### src/rtl/rthsl_pkg.sv
package rthsl_pkg;

    localparam int CHAN_W  = 8;
    localparam int QUO_W   = 17;
    localparam int DEN_W   = CHAN_W;
    localparam int NUM_W   = QUO_W + DEN_W;
    localparam int HNUM_W  = 11;
    localparam int Q15_W   = 16;
    localparam int SUM_W   = CHAN_W + 1;

    // One restoring-division step: partial remainder, numerator bits left, quotient so far.
    typedef struct packed {
        logic [DEN_W-1:0] rem;
        logic [QUO_W-1:0] nlow;
        logic [QUO_W-1:0] quo;
        logic [DEN_W-1:0] den;
    } div_stage_t;

endpackage

### src/rtl/rthsl_div.sv
module rthsl_div
    import rthsl_pkg::*;
(
    input  logic             clk,
    input  logic             en,
    input  logic [NUM_W-1:0] num,
    input  logic [DEN_W-1:0] den,
    output logic [QUO_W-1:0] quo
);

    div_stage_t stage_reg [QUO_W];
    div_stage_t stage_in  [QUO_W];
    div_stage_t stage_next[QUO_W];

    always_comb
    begin
        stage_in[0].rem  = num[NUM_W-1:QUO_W];
        stage_in[0].nlow = num[QUO_W-1:0];
        stage_in[0].quo  = '0;
        stage_in[0].den  = den;
        for (int k = 1; k < QUO_W; k++)
        begin
            stage_in[k] = stage_reg[k-1];
        end
    end

    // One quotient bit per stage, most significant first.
    always_comb
    begin
        logic [DEN_W:0] trial;
        logic           ge;
        for (int k = 0; k < QUO_W; k++)
        begin
            trial = {stage_in[k].rem, stage_in[k].nlow[QUO_W-1]};
            ge    = (trial >= {1'b0, stage_in[k].den});
            stage_next[k].rem  = ge ? DEN_W'(trial - {1'b0, stage_in[k].den})
                                    : trial[DEN_W-1:0];
            stage_next[k].nlow = {stage_in[k].nlow[QUO_W-2:0], 1'b0};
            stage_next[k].quo  = {stage_in[k].quo[QUO_W-2:0], ge};
            stage_next[k].den  = stage_in[k].den;
        end
    end

    always_ff @(posedge clk)
    begin
        if (en)
        begin
            for (int k = 0; k < QUO_W; k++)
            begin
                stage_reg[k] <= stage_next[k];
            end
        end
    end

    assign quo = stage_reg[QUO_W-1].quo;

endmodule

### src/rtl/rgb_to_hsl_converter_core.sv
// Channel | Handshake                  | Fields
// pixel   | pixel_valid / pixel_stall  | red, green, blue (8 bits each)
// hsl     | hsl_valid / hsl_stall      | hue (17), saturation (16), lightness (16)
//
// One pixel per cycle unless stalled, through 20 register stages: input register,
// min/max stage, 17 stages of the bit-per-stage dividers, output register.
// Reset clears all valid bits; data registers are not reset.
// A stall on hsl while hsl_valid is high freezes the whole pipeline and is passed back to pixel_stall.
module rgb_to_hsl_converter_core
    import rthsl_pkg::*;
(
    input  logic              clk,
    input  logic              rst_n,
    input  logic              pixel_valid,
    output logic              pixel_stall,
    input  logic [CHAN_W-1:0] red,
    input  logic [CHAN_W-1:0] green,
    input  logic [CHAN_W-1:0] blue,
    output logic              hsl_valid,
    input  logic              hsl_stall,
    output logic [QUO_W-1:0]  hue,
    output logic [Q15_W-1:0]  saturation,
    output logic [Q15_W-1:0]  lightness
);

    localparam int DEPTH = QUO_W + 3;

    logic              en;
    logic [DEPTH-1:0]  valid_reg;
    logic [CHAN_W-1:0] r_reg, g_reg, b_reg;
    logic [NUM_W-1:0]  hnum_reg, snum_reg;
    logic [DEN_W-1:0]  den_reg, sden_reg;
    logic [Q15_W-1:0]  light_reg [QUO_W+2];
    logic [QUO_W-1:0]  hue_quo, sat_quo;
    logic [QUO_W-1:0]  hue_reg;
    logic [Q15_W-1:0]  sat_reg;

    logic [CHAN_W-1:0] mx, mn, d;
    logic [SUM_W-1:0]  s, s_inv;
    logic [HNUM_W-1:0] hnum, d_ext;
    logic [Q15_W-1:0]  y, light_next;
    logic [DEN_W-1:0]  sden;

    assign en          = !(hsl_valid && hsl_stall);
    assign pixel_stall = !en;

    always_ff @(posedge clk or negedge rst_n)
    begin
        if (!rst_n)
        begin
            valid_reg <= '0;
        end
        else if (en)
        begin
            valid_reg <= {valid_reg[DEPTH-2:0], pixel_valid};
        end
    end

    always_ff @(posedge clk)
    begin
        if (en)
        begin
            r_reg <= red;
            g_reg <= green;
            b_reg <= blue;
        end
    end

    always_comb
    begin
        mx = r_reg;
        mn = r_reg;
        if (g_reg > mx) mx = g_reg;
        if (b_reg > mx) mx = b_reg;
        if (g_reg < mn) mn = g_reg;
        if (b_reg < mn) mn = b_reg;
        d     = mx - mn;
        s     = SUM_W'(mx) + SUM_W'(mn);
        s_inv = SUM_W'(510) - s;
        d_ext = HNUM_W'(d);
        if (mx == r_reg)
        begin
            if (g_reg >= b_reg)
                hnum = HNUM_W'(g_reg) - HNUM_W'(b_reg);
            else
                hnum = HNUM_W'(6) * d_ext + HNUM_W'(g_reg) - HNUM_W'(b_reg);
        end
        else if (mx == g_reg)
        begin
            hnum = HNUM_W'(2) * d_ext + HNUM_W'(b_reg) - HNUM_W'(r_reg);
        end
        else
        begin
            hnum = HNUM_W'(4) * d_ext + HNUM_W'(r_reg) - HNUM_W'(g_reg);
        end
        // gray: numerators are zero, keep the divisor nonzero
        if (d == '0)
            sden = DEN_W'(1);
        else if (s < SUM_W'(255))
            sden = s[DEN_W-1:0];
        else
            sden = s_inv[DEN_W-1:0];
        // s*16384/255 = 64s + floor(64s/255)
        y          = Q15_W'({s, 6'b0});
        light_next = y + Q15_W'((17'(y) + 17'(y >> 8) + 17'd1) >> 8);
    end

    always_ff @(posedge clk)
    begin
        if (en)
        begin
            hnum_reg     <= (NUM_W'(hnum) << 14) - (NUM_W'(hnum) << 10);
            snum_reg     <= NUM_W'(d) << 15;
            den_reg      <= (d == '0) ? DEN_W'(1) : d;
            sden_reg     <= sden;
            light_reg[0] <= light_next;
            for (int k = 1; k <= QUO_W + 1; k++)
            begin
                light_reg[k] <= light_reg[k-1];
            end
            hue_reg <= hue_quo;
            sat_reg <= sat_quo[Q15_W-1:0];
        end
    end

    rthsl_div u_hue_div
    (
        .clk (clk),
        .en  (en),
        .num (hnum_reg),
        .den (den_reg),
        .quo (hue_quo)
    );

    rthsl_div u_sat_div
    (
        .clk (clk),
        .en  (en),
        .num (snum_reg),
        .den (sden_reg),
        .quo (sat_quo)
    );

    assign hsl_valid  = valid_reg[DEPTH-1];
    assign hue        = hue_reg;
    assign saturation = sat_reg;
    assign lightness  = light_reg[QUO_W+1];

    a_hue_range: assert property (@(posedge clk) disable iff (!rst_n)
        hsl_valid |-> hue <= QUO_W'(92159))
        else $error("hue out of range");

    a_sat_range: assert property (@(posedge clk) disable iff (!rst_n)
        hsl_valid |-> saturation <= Q15_W'(32768))
        else $error("saturation out of range");

    a_light_range: assert property (@(posedge clk) disable iff (!rst_n)
        hsl_valid |-> lightness <= Q15_W'(32768))
        else $error("lightness out of range");

    a_freeze: assert property (@(posedge clk) disable iff (!rst_n)
        pixel_stall |=> $stable(valid_reg))
        else $error("pipeline moved during stall");

endmodule

### config.mk
export PLATFORM = sky130hd
export DESIGN_NAME = rgb_to_hsl_converter_core
export DESIGN_NICKNAME = d
export VERILOG_FILES = /design/src/rtl/rthsl_pkg.sv /design/src/rtl/rthsl_div.sv /design/src/rtl/rgb_to_hsl_converter_core.sv
export SDC_FILE = /design/constraint.sdc
export NUM_CORES = 2
export LEC_CHECK = 0
export ABC_AREA = 1
export BUFFER_PORTS_ARGS = -buffer_cell sky130_fd_sc_hd__buf_2
export CORE_ASPECT_RATIO = 0.8
export CORE_UTILIZATION = 48
export DETAILED_ROUTE_END_ITERATION = 8
export PLACE_DENSITY = 0.72
export SLEW_MARGIN = 20
export SYNTH_ARGS = -nofsm -noshare
export SYNTH_HDL_FRONTEND = slang
export SYNTH_HIERARCHICAL = 1
export SYNTH_SLANG_ARGS = --single-unit
### constraint.sdc
create_clock -name clk -period 113.2 [get_ports clk]
set_input_delay 22.64 -clock clk [delete_from_list [all_inputs] [get_ports clk]]
set_output_delay 22.64 -clock clk [all_outputs]
set_load 0.005 [all_outputs]
==> impl_metrics.toml <==
[setup_path]
cp-end-kind = "output pin"
path_cells = "buf_2, nand2_4, clkinv_1, buf_2"
worstPathArrival_ns = 24.09
r2r_start = "r_reg[7]$_DFFE_PN_"
cpPeakStageDelay_ns = 0.57
regToRegSetupSlack_ns = 102.82
reg2regPathDepth = 53
critPathBufInv = 3
path_class = "in2out"
r2r-end = "hnum_reg[21]$_DFFE_PN_"
worst-path-stages = 4
crit_path_max_fanout = 53
worstPathRequired_ns = 90.56
crit_top_cell = "buf_2"
startpoint_type = "input pin"
critical-path-top-delay-family = "buffers and inverters"
worst_path_max_delay_cell = "clkinv_1"

[clocking]
cts_root_buf = "clkbuf_16"
cts_inserted_buffers = 148
h-tree-depth = 4
clk_path_buf_depth = 3
cts_tree = "built"
post-cts-setup-buffers = 0
clock_latency_ns = 0.79
clock_sinks = 1492
ctsResizeCount = 0
clkTransAtPathRegs_ns = 0.06
cts-hold-fix-buffers = 0

[layout]
syn_to_final_growth_pct = 10.76
largest_reg_flops = 545
drive_above_1_share_pct = 7.629
fin_nets = 6762
layout_common_cells = "1644 x nand2_1, 1472 x edfxtp_1, 915 x inv_1"
final_common_cell = "nand2_1"

[worst_hold_path]
holdCritStartpoint = "u_sat_div/stage_reg[0][236]$_DFFE_PP_"
hold_path.class = "reg2reg"
holdPathEnd = "u_sat_div/stage_reg[0][285]$_DFFE_PP_"
holdPathStages = 0

[timing]
tightest_slew_ns = 1.108
relSlewSlack_pct = 26.13
finalCriticalPeriod_ns = 46.73
slew_violations = 0
hold_viol = 0
rsz0062_at_grt = "false"
period_share_pct = 41.28
fin_skew_ns = 0.03755
setup_viol = 0
max_freq_mhz = 21.40
finalSetupTns_ns = 0

[yosys]
yosysWarnings = 6
synth_cells = 6079
syn_area_per_cell_um2 = 11.43
syn_area_um2 = 69480

[route]
post_drt_wl_per_cell_um = 14.63
ant_nets = 0
drt_iter0_drc = 3054
dr_total_vias = 41296
dr.pass1.iters = 6
totalWireLength_mm = 121.7
viasPerCell = 4.967
drc = 0

[outcome]
status = "finished, final reports clean"

[job]
cap_viol_max_count = 0

[global_route]
grtUsageTotal_pct = 16.77
first_global_vias = 39388
antenna_found_initial = 5
grt_max_degree = 216
grt_overflow = 0
grt_pass1_wl_mm = 198.8

[die]
rows = 124
start_util_pct = 48.52
dieArea_um2 = 146300
core_um2 = 143200
die_h_um = 342.3
die_x_um = 427.4
ios = 79

[placed_design]
place_congestion = 0.8770
port_buffers = 78
dp.final_hpwl_mm = 84.79
[area by class of cell]
cell class              count  area [um2]
clock buffers             177        3812
multi-input cells        3633       20970
well taps                1890        2365
clock inverters            94        1044
inverters                 933        3503
fillers                 11939       66250
diodes                      1       2.502
flip-flops and latches   1492       44700
repair buffers             94       551.8
[through the flow]
step                      setup WS, ns  hold slack, ns  cells  instance area (um2)  utilization (%)
after global placement           66.44          0.4002   8042                72090            50.34
after detailed placement         66.40          0.4045   8042                72090            50.34
after global routing             66.30          0.3930   8313                76950            53.73
after floorplan                  47.94          0.4003   6108                69580                -
final                            66.47          0.3949   8314                76950            53.73
after CTS                        66.39          0.3942   8313                76940            53.73
[metal layers]
layer,wire (um),share of wire [%],up-vias,track usage [%]
met4,2519,2.1,0,5.253
met1,60070,49,19307,24.94
met5,0,0,-,0
met2,52400,43,924,24.90
li1,-,-,20885,-
met3,6682,5.5,180,3.071
[how the worst max path moves through the flow]
stage | from | slack, ns | endpoint
2_1_floorplan | hsl_stall | 47.94 | valid_reg[10]$_DFFE_PN0N_
3_3_place_gp | hsl_stall | 66.44 | pixel_stall
3_5_place_dp | hsl_stall | 66.40 | pixel_stall
4_1_cts | hsl_stall | 66.39 | pixel_stall
5_1_grt | hsl_stall | 66.30 | pixel_stall
6_report | hsl_stall | 66.47 | pixel_stall
Power is left out: the tool's default activity adds up to more than one toggle a clock period on the data nets, which glitch-free logic cannot reach.
